## config.mk

```make
export PLATFORM = sky130hd
export DESIGN_NAME = bcd_clock_set_editor
export DESIGN_NICKNAME = d
export VERILOG_FILES = /design/src/hw/rtl/bcse_pkg.sv /design/src/hw/rtl/bcse_update.sv /design/src/hw/rtl/bcd_clock_set_editor.sv
export SDC_FILE = /design/constraint.sdc
export NUM_CORES = 1
export LEC_CHECK = 0
export ABC_AREA = 1
export BUFFER_PORTS_ARGS = -buffer_cell sky130_fd_sc_hd__buf_2
export CORE_MARGIN = 3
export CORE_UTILIZATION = 41
export CTS_BUF_LIST = sky130_fd_sc_hd__clkbuf_16
export CTS_CLUSTER_SIZE = 14
export DETAILED_ROUTE_END_ITERATION = 7
export GPL_TIMING_DRIVEN = 0
export PLACE_DENSITY = 0.62
export SLEW_MARGIN = 20
export SYNTH_ARGS = -nofsm -noshare
export SYNTH_HDL_FRONTEND = slang
export SYNTH_HIERARCHICAL = 1
export SYNTH_SLANG_ARGS = --single-unit
```

## constraint.sdc

```tcl
create_clock -name clk -period 6 [get_ports clk]
set_clock_uncertainty 0.1 [all_clocks]
set_input_delay 0.6 -clock clk [delete_from_list [all_inputs] [get_ports clk]]
set_output_delay 0.6 -clock clk [all_outputs]
set_load 0.03 [all_outputs]
```

## src/hw/rtl/bcse_pkg.sv

```systemverilog
// package for the bcd clock set editor: transfer structs, key codes and digit helpers
// no dependencies; imported by every module of the block
package bcse_pkg;

	// opcode values of an input transfer
	localparam logic OP_SAMPLE = 1'b0;
	localparam logic OP_KEY    = 1'b1;

	// key codes
	localparam logic [7:0] KEY_UP     = 8'h26;
	localparam logic [7:0] KEY_DOWN   = 8'h28;
	localparam logic [7:0] KEY_LEFT   = 8'h25;
	localparam logic [7:0] KEY_RIGHT  = 8'h27;
	localparam logic [7:0] KEY_ENTER  = 8'h0D;
	localparam logic [7:0] KEY_ESCAPE = 8'h1B;

	// digit positions and bcd limits
	localparam int unsigned BYTE_COUNT  = 6;
	localparam logic [3:0]  DIGIT_COUNT = 4'd12;
	localparam logic [3:0]  POS_IDLE    = 4'd0;
	localparam logic [3:0]  POS_FIRST   = 4'd1;
	localparam logic [3:0]  NIBBLE_MAX  = 4'd9;

	// one input transfer
	typedef struct packed {
		logic       opcode;
		logic [7:0] key_code;
		logic [7:0] in_year;
		logic [7:0] in_month;
		logic [7:0] in_day;
		logic [7:0] in_hour;
		logic [7:0] in_minute;
		logic [7:0] in_second;
	} req_t;

	// one result transfer
	typedef struct packed {
		logic       editing;
		logic [3:0] digit_position;
		logic       save_strobe;
		logic [7:0] out_year;
		logic [7:0] out_month;
		logic [7:0] out_day;
		logic [7:0] out_hour;
		logic [7:0] out_minute;
		logic [7:0] out_second;
	} rsp_t;

	// editor state: byte 0 is year, byte 5 is second
	typedef struct packed {
		logic [3:0]                       pos;
		logic [BYTE_COUNT-1:0][7:0]       bytes;
	} state_t;

	// step one bcd nibble up or down with wraparound; a non-bcd nibble goes to 0 on up
	function automatic logic [3:0] step_nibble(input logic [3:0] nib, input logic up);
		logic [3:0] res;
		if (up) begin
			res = (nib < NIBBLE_MAX) ? nib + 4'd1 : 4'd0;
		end else begin
			res = (nib != 4'd0) ? nib - 4'd1 : NIBBLE_MAX;
		end
		return res;
	endfunction

endpackage

```

## src/hw/rtl/bcse_update.sv

```systemverilog
// next-state and result logic of the bcd clock set editor for one input transfer
// depends on bcse_pkg
module bcse_update (
	input  bcse_pkg::req_t   item,
	input  bcse_pkg::state_t cur,
	output bcse_pkg::state_t nxt,
	output bcse_pkg::rsp_t   res
);
	import bcse_pkg::*;

	logic       save;
	logic       pos_valid;
	logic [3:0] pos_m1;
	logic [2:0] sel_byte;
	logic       sel_high;

	// decode the selected byte and nibble from the digit position
	assign pos_valid = (cur.pos >= POS_FIRST) && (cur.pos <= DIGIT_COUNT);
	assign pos_m1    = cur.pos - 4'd1;
	assign sel_byte  = pos_m1[3:1];
	assign sel_high  = ~pos_m1[0];

	// state update for samples and keys
	always_comb begin
		nxt  = cur;
		save = 1'b0;
		if (item.opcode == OP_SAMPLE) begin
			if (cur.pos == POS_IDLE) begin
				nxt.bytes[0] = item.in_year;
				nxt.bytes[1] = item.in_month;
				nxt.bytes[2] = item.in_day;
				nxt.bytes[3] = item.in_hour;
				nxt.bytes[4] = item.in_minute;
				nxt.bytes[5] = item.in_second;
			end
		end else begin
			case (item.key_code)
				KEY_UP, KEY_DOWN: begin
					for (int k = 0; k < BYTE_COUNT; k++) begin
						if (pos_valid && sel_byte == 3'(k)) begin
							if (sel_high) begin
								nxt.bytes[k][7:4] = step_nibble(cur.bytes[k][7:4],
									item.key_code == KEY_UP);
							end else begin
								nxt.bytes[k][3:0] = step_nibble(cur.bytes[k][3:0],
									item.key_code == KEY_UP);
							end
						end
					end
				end
				KEY_LEFT: begin
					if (cur.pos != POS_IDLE) begin
						nxt.pos = (cur.pos > POS_FIRST) ? cur.pos - 4'd1 : DIGIT_COUNT;
					end
				end
				KEY_RIGHT: begin
					if (cur.pos != POS_IDLE) begin
						nxt.pos = (cur.pos < DIGIT_COUNT) ? cur.pos + 4'd1 : POS_FIRST;
					end
				end
				KEY_ENTER: begin
					if (cur.pos == POS_IDLE) begin
						nxt.pos = POS_FIRST;
					end else begin
						nxt.pos = POS_IDLE;
						save    = 1'b1;
					end
				end
				KEY_ESCAPE: begin
					nxt.pos = POS_IDLE;
				end
				default: begin
					nxt = cur;
				end
			endcase
		end
	end

	// result reflects the state after the update
	always_comb begin
		res.editing        = (nxt.pos != POS_IDLE);
		res.digit_position = nxt.pos;
		res.save_strobe    = save;
		res.out_year       = nxt.bytes[0];
		res.out_month      = nxt.bytes[1];
		res.out_day        = nxt.bytes[2];
		res.out_hour       = nxt.bytes[3];
		res.out_minute     = nxt.bytes[4];
		res.out_second     = nxt.bytes[5];
	end

endmodule

```

## src/hw/rtl/bcd_clock_set_editor.sv

```systemverilog
// A transfer is taken into the input register, and its result is captured in the result register
// as it leaves stage 1; a stalled result register can hold it in stage 1 in between.
// Throughput: one transfer per cycle while no stalled result holds stage 1; the state update
// sits between the input and result registers, so each item sees the state the previous one left.
// Reset (arst_n low, asynchronous): both stages empty, not editing, time buffer all zero.
// depends on bcse_pkg and bcse_update
module bcd_clock_set_editor (
	input  logic            clk,
	input  logic            arst_n,
	input  logic            req_valid,
	output logic            req_stall,
	input  bcse_pkg::req_t  req,
	output logic            rsp_valid,
	input  logic            rsp_stall,
	output bcse_pkg::rsp_t  rsp
);
	import bcse_pkg::*;

	logic     valid_s1;
	req_t     item_s1;
	state_t   state_q;
	state_t   state_nxt;
	rsp_t     res;
	rsp_t     rsp_q;
	logic     rsp_valid_q;
	logic     advance;

	// stage 1 moves on when the result register is free or being taken
	assign advance   = valid_s1 && (!rsp_valid_q || !rsp_stall);
	assign req_stall = valid_s1 && !advance;

	// input stage control
	always_ff @(posedge clk or negedge arst_n) begin
		if (!arst_n) begin
			valid_s1 <= 1'b0;
		end else if (!req_stall) begin
			valid_s1 <= req_valid;
		end
	end

	// input stage payload
	always_ff @(posedge clk) begin
		if (!req_stall && req_valid) begin
			item_s1 <= req;
		end
	end

	bcse_update u_update (
		.item (item_s1),
		.cur  (state_q),
		.nxt  (state_nxt),
		.res  (res)
	);

	// editor state, committed as the item leaves stage 1
	always_ff @(posedge clk or negedge arst_n) begin
		if (!arst_n) begin
			state_q <= '0;
		end else if (advance) begin
			state_q <= state_nxt;
		end
	end

	// result valid
	always_ff @(posedge clk or negedge arst_n) begin
		if (!arst_n) begin
			rsp_valid_q <= 1'b0;
		end else if (advance) begin
			rsp_valid_q <= 1'b1;
		end else if (!rsp_stall) begin
			rsp_valid_q <= 1'b0;
		end
	end

	// result payload
	always_ff @(posedge clk) begin
		if (advance) begin
			rsp_q <= res;
		end
	end

	assign rsp_valid = rsp_valid_q;
	assign rsp       = rsp_q;

endmodule

```

==> results.json, run 1 <==
{
  "status": "finished, final reports clean",
  "synth.most_common_cell": "nand2_1",
  "min_period_over_period_pct": 48.5,
  "synth_area_leaders": "edfxtp_1 (34%), dfrtp_1 (14%), nand2_1 (13%)",
  "clockPowerShare_pct": 28.0,
  "pwr-share-comb_pct": 34.1,
  "yosysWarnings": 6,
  "yosys.area.top_type_share_pct": 33.6,
  "post-place-ws_ps": 3130,
  "grt_max_degree": 44,
  "gp_congestion": 0.918,
  "power_leakage_nw": 5.46,
  "synth.distinct_cells": 36,
  "post_cts_buffers": 0,
  "swShare_pct": 37.5,
  "end_kind": "flip-flop",
  "synth_nets": 1289,
  "synthToLayoutAreaGrowth_pct": 16.7,
  "root_buffer": "clkbuf_16",
  "crit_start": "state_q[48]",
  "cp_slowest_stage_delay_ps": 610,
  "async_flop_share_pct": 32.7,
  "numPortBuffers": 116,
  "cts-buffers-inserted": 17,
  "ff2ff_setup_slack_ps": 3090,
  "hold_violations": 0,
  "clk_latency_ps": 440,
  "io_pins": 117,
  "grt_overflow": 0,
  "routed_via_density": 5.18,
  "p_total_mw": 4.14,
  "reg2reg_depth": 8,
  "grt_pass1_wl_mm": 44.2,
  "path_cells": "inv_2 -> ha_1 -> nand2_1 -> buf_2 -> clkbuf_1 -> o211ai_1 -> nand2_1 -> buf_4",
  "synth.largest_area_cell": "edfxtp_1",
  "final_layout_size_suffix_gt1_share_pct": 21.0,
  "switchingPower_mw": 1.55,
  "grt_pass1_vias": 8293,
  "grt_setup_unrepaired": "no",
  "dpl.cell_count": 1639,
  "p_int_mw": 2.59,
  "synth_edf_count": 111,
  "relSlewSlack_pct": 49.4,
  "r2r_end": "rsp[6]",
  "wl_per_cell_um": 16.7,
  "crit_end": "rsp[6]",
  "tns_ps": 0,
  "initial_core_util_pct": 42.0,
  "finalNetCount": 1428,
  "cpMostUsedCell": "nand2_1",
  "grt_usage_pct": 21.6,
  "hpwlAfterDp_mm": 19.4,
  "setup_ws_ps": 3090,
  "finalSetupViolations": 0,
  "n_fill_cell": 2287,
  "cts_tree": "built",
  "crit_path_start_kind": "flip-flop",
  "die_w_um": 162,
  "ys_seq_area_share_pct": 47.2,
  "hold-worst-slack_ps": 233,
  "cp.arrival_ps": 3120,
  "critical_path_required_ps": 6220,
  "die_area_um2": 26100,
  "placed_area_um2": 11000,
  "detail-route-antenna-nets": 0,
  "fmax_mhz": 344,
  "synth-seq-cells": 165,
  "max_cap_violations": 0,
  "htree_levels": 4,
  "diodes": 0,
  "vdd_drop_max_uv": 177,
  "p_per_area_nw_per_um2": 357,
  "hold_class": "primary input to flip-flop",
  "cp_slowest_cell": "clkbuf_1",
  "crit-reg2reg-launch": "state_q[48]",
  "antenna_found_initial": 0,
  "routed_wl_mm": 28.0,
  "rows": 56,
  "clkTransAtPathRegs_ps": 70,
  "vias": 8665,
  "stdcell_area_um2": 11600,
  "stdcell_count": 1672,
  "clock_sinks": 165,
  "worst_slew_pin_slew_ps": 759,
  "final_max_slew_viol_count": 0,
  "seq_power_share_pct": 37.9,
  "cp_max_fo": 10,
  "core_area_um2": 23600,
  "fin_util_pct": 49.0,
  "synth_flop_cell": "edfxtp_1",
  "min_period_ps": 2910,
  "syn_inst": 1201,
  "first_pass_iters": 5,
  "drt-initial-drc-count": 726,
  "synth_area_per_cell_um2": 8.26,
  "yosys-top-cells-count": "nand2_1 (335), edfxtp_1 (111), nand3_1 (93)",
  "cts_max_path_buffers": 2,
  "syn_area_um2": 9920,
  "drc": 0,
  "ctsResizeCount": 0,
  "worstSetupPathType": "flip-flop to flip-flop",
  "chipHeight_um": 162
}
[cell families (layout without fill, tap and decap cells)]
group,Yosys count,count (layout),synth area share [%]
AOI/OAI and AO/OA,228,228,12.5
xor gates and xnor gates,14,14,1.24
adders and majority gates,27,27,3.41
buffers and inverters,202,354,11.0
DFF,165,165,47.2
and+or+nand+nor,565,565,24.6
[what timing repair did]
| item | CTS | global route |
|---|---|---|
| endpoints found under the hold margin | 23 | 0 |
| hold buffers | 1 | 0 |
| setup endpoints to repair | 0 | 0 |
[how the worst min path moves through the flow]
stage,from,cells after the start,slack [ps],to
after floorplan,arst_n,0,200,rsp_valid
after detailed placement,state_q[50],2,360,state_q[50]
after global placement,state_q[50],2,360,state_q[50]
after global routing,req[51],1,210,item_s1[51]
final,req[22],1,230,item_s1[22]
after CTS,req[15],1,220,item_s1[15]
[cell usage in the layout, fill, tap and decap left out, types with 5 or more instances in the layout]
master and count:
inv_1 90, a21oi_1 81, inv_2 10, nand3_1 93, nor2_2 7, a31oi_1 8
o21ai_0 84, o21ai_1 24, nor2_1 83, ha_1 27, o211ai_1 23, clkbuf_1 13
buf_4 60, inv_6 5, dfrtp_1 54, xor2_1 7, buf_2 132, nand2_1 335
nor3_1 18, nand3_2 10, edfxtp_1 111, clkbuf_16 17, nand2_2 9, xnor2_1 7
[flip-flops by register name, indices dropped and copies added, names as in the netlist]
name / flops
state_q: 52
rsp: 54
item_s1: 57
rsp_valid: 1
valid_s1: 1
[power groups by stage]
stage	Clock, mW	Combinational (mW)	Sequential (mW)
6_report	1.16	1.41	1.57
5_1_grt	1.22	1.58	1.59
4_1_cts	1.18	1.40	1.57
3_5_place_dp	0	1.39	1.59
3_3_place_gp	0	1.35	1.59
2_1_floorplan	0	0.953	1.66
[per-layer routing]
metal | track usage (%) | share of wire [%] | vias to the layer above
li1 | - | - | 4253
met1 | 29.4 | 45 | 4030
met2 | 34.0 | 45 | 316
met3 | 4.21 | 6.5 | 66
met4 | 8.92 | 3.4 | 0
met5 | 0 | 0 | -
[layout make-up]
cell class	count	area [um^2]	area share (%)
sequential	165	4680	40.5
multi-input combinational	834	4140	35.8
buffer	100	709	6.13
timing repair buffer	120	653	5.64
clock buffer	17	425	3.67
tap	319	399	3.45
inverter	102	388	3.35
clock inverter	15	176	1.52
[worst max-delay path, delay by kind of cell (launching register included)]
family | cells | cell delay, ps
adder cells (fa/ha/maj) | 1 | 280
buffers and inverters | 4 | 1240
AO/OA/AOI/OAI | 1 | 140
flip-flops | 1 | 590
AND/OR/NAND/NOR | 2 | 430
Note: power is estimated with default switching activity, not from simulation.
==> inputs of run 2 (changes only) <==
==> constraint.sdc (replaced) <==
create_clock -name clk -period 3 [get_ports clk]
set_clock_uncertainty 0.1 [all_clocks]
set_input_delay 0.3 -clock clk [delete_from_list [all_inputs] [get_ports clk]]
set_output_delay 0.3 -clock clk [all_outputs]
set_load 0.03 [all_outputs]
==> results.json, run 2 (same netlist as run 1, synthesis figures left out) <==
{
  "finalNetCount": 1486,
  "min_period_ps": 2810,
  "cp.arrival_ps": 3020,
  "final_max_slew_viol_count": 0,
  "most-common-layout-cells": "nand2_1 (335), buf_2 (132), edfxtp_1 (111)",
  "vdd_drop_max_uv": 354,
  "routed_via_density": 5.16,
  "grt_overflow": 0,
  "numPortBuffers": 116,
  "fmax_mhz": 356,
  "end_kind": "flip-flop",
  "vias": 8926,
  "core_area_um2": 23600,
  "post_cts_buffers": 0,
  "crit_path_start_kind": "flip-flop",
  "multi_input_area_um2": 4140,
  "die_area_um2": 26100,
  "relSlewSlack_pct": 46.7,
  "initial_core_util_pct": 42.0,
  "max_cap_violations": 0,
  "worst_slew_pin_slew_ps": 800,
  "grt_setup_unrepaired": "no",
  "hpwlAfterDp_mm": 19.4,
  "layout_commonest_cell": "nand2_1",
  "cts_tree": "built",
  "htree_levels": 4,
  "diodes": 0,
  "cp_max_fo": 10,
  "grt_pass1_vias": 8541,
  "grt_usage_pct": 21.9,
  "clk_latency_ps": 440,
  "grt_max_degree": 44,
  "hold-worst-slack_ps": 210,
  "rows": 56,
  "wl_per_cell_um": 16.4,
  "final_layout_size_suffix_gt1_share_pct": 20.2,
  "cts_max_path_buffers": 2,
  "drc": 0,
  "p_total_mw": 8.33,
  "worstSetupPathType": "flip-flop to flip-flop",
  "antenna_found_initial": 0,
  "detail-route-antenna-nets": 0,
  "gp_congestion": 0.918,
  "clkTransAtPathRegs_ps": 70,
  "p_per_area_nw_per_um2": 685,
  "n_fill_cell": 2235,
  "power_leakage_nw": 5.70,
  "die_w_um": 162,
  "hold_class": "primary input to flip-flop",
  "io_pins": 117,
  "status": "finished, final reports clean",
  "finalSetupViolations": 0,
  "root_buffer": "clkbuf_16",
  "grt_pass1_wl_mm": 44.9,
  "routed_wl_mm": 28.4,
  "hold_violations": 0,
  "drt-initial-drc-count": 705,
  "top_register": "item_s1",
  "largest_reg_flops": 57,
  "critical_path_required_ps": 3210,
  "clock_sinks": 165,
  "first_pass_iters": 6,
  "cts-buffers-inserted": 17,
  "synthToLayoutAreaGrowth_pct": 22.6,
  "min_period_over_period_pct": 93.5,
  "chipHeight_um": 162,
  "regArea_um2": 4680
}
==> run 2: critical path, stage by stage (launching register included) <==
cell	delay [ps]
dfrtp_1	590
inv_2	180
ha_1	280
nand2_1	250
buf_2	320
clkbuf_1	480
o21ai_0	160
nand2_1	190
buf_4	140
==> run 2: stage by stage <==
| stage | util [%] | TNS [ps] | instance area [um^2] | setup slack, ps | std cells |
|---|---|---|---|---|---|
| global route | 51.5 | 0 | 12200 | 50.4 | 1730 |
| floorplan | - | 0 | 9920 | 509 | 1201 |
| CTS | 51.5 | 0 | 12200 | 99.8 | 1730 |
| detailed placement | 46.4 | 0 | 11000 | 125 | 1639 |
| global placement | 46.1 | -5250 | 10900 | -87.7 | 1636 |
| finish | 51.5 | 0 | 12200 | 194 | 1730 |
==> run 2: layer usage <==
metal  global-route usage [%]  part of all wire (%)
met4                     8.56                   3.2
met1                     29.6                    45
met5                        0                     0
met2                     35.0                    45
met3                     4.18                   6.3
==> run 2: area by class of cell <==
cell class	count	area share [%]
Sequential cell	165	38.5
Multi-Input combinational cell	834	34.1
Timing Repair Buffer	178	10.1
Buffer	100	5.85
Clock buffer	17	3.50
Tap cell	319	3.28
Inverter	102	3.19
Clock inverter	15	1.45
==> run 2: final timing paths <==
check                                 start          end  slack [ps]  cells after the start
worst max-delay path            state_q[48]       rsp[7]         190                      8
worst min-delay path              rsp_stall  state_q[31]         210                      5
worst max register to register  state_q[48]       rsp[7]         190                      8
worst min register to register  state_q[50]  state_q[50]         380                      2
max in group asynchronous            arst_n  state_q[38]        2050                      3
min in group asynchronous            arst_n  state_q[20]         240                      2
==> run 2: where the power goes <==
group	internal [mW]	switching, mW	total, mW
sequential	2.83	0.309	3.14
clock	1.32	0.993	2.31
combinational	1.08	1.81	2.89
==> run 2: timing repair <==
item	in CTS	in global routing
endpoints found under the setup margin	0	13
hold endpoints to repair	81	0
resized for setup	0	2
hold buffers	59	0
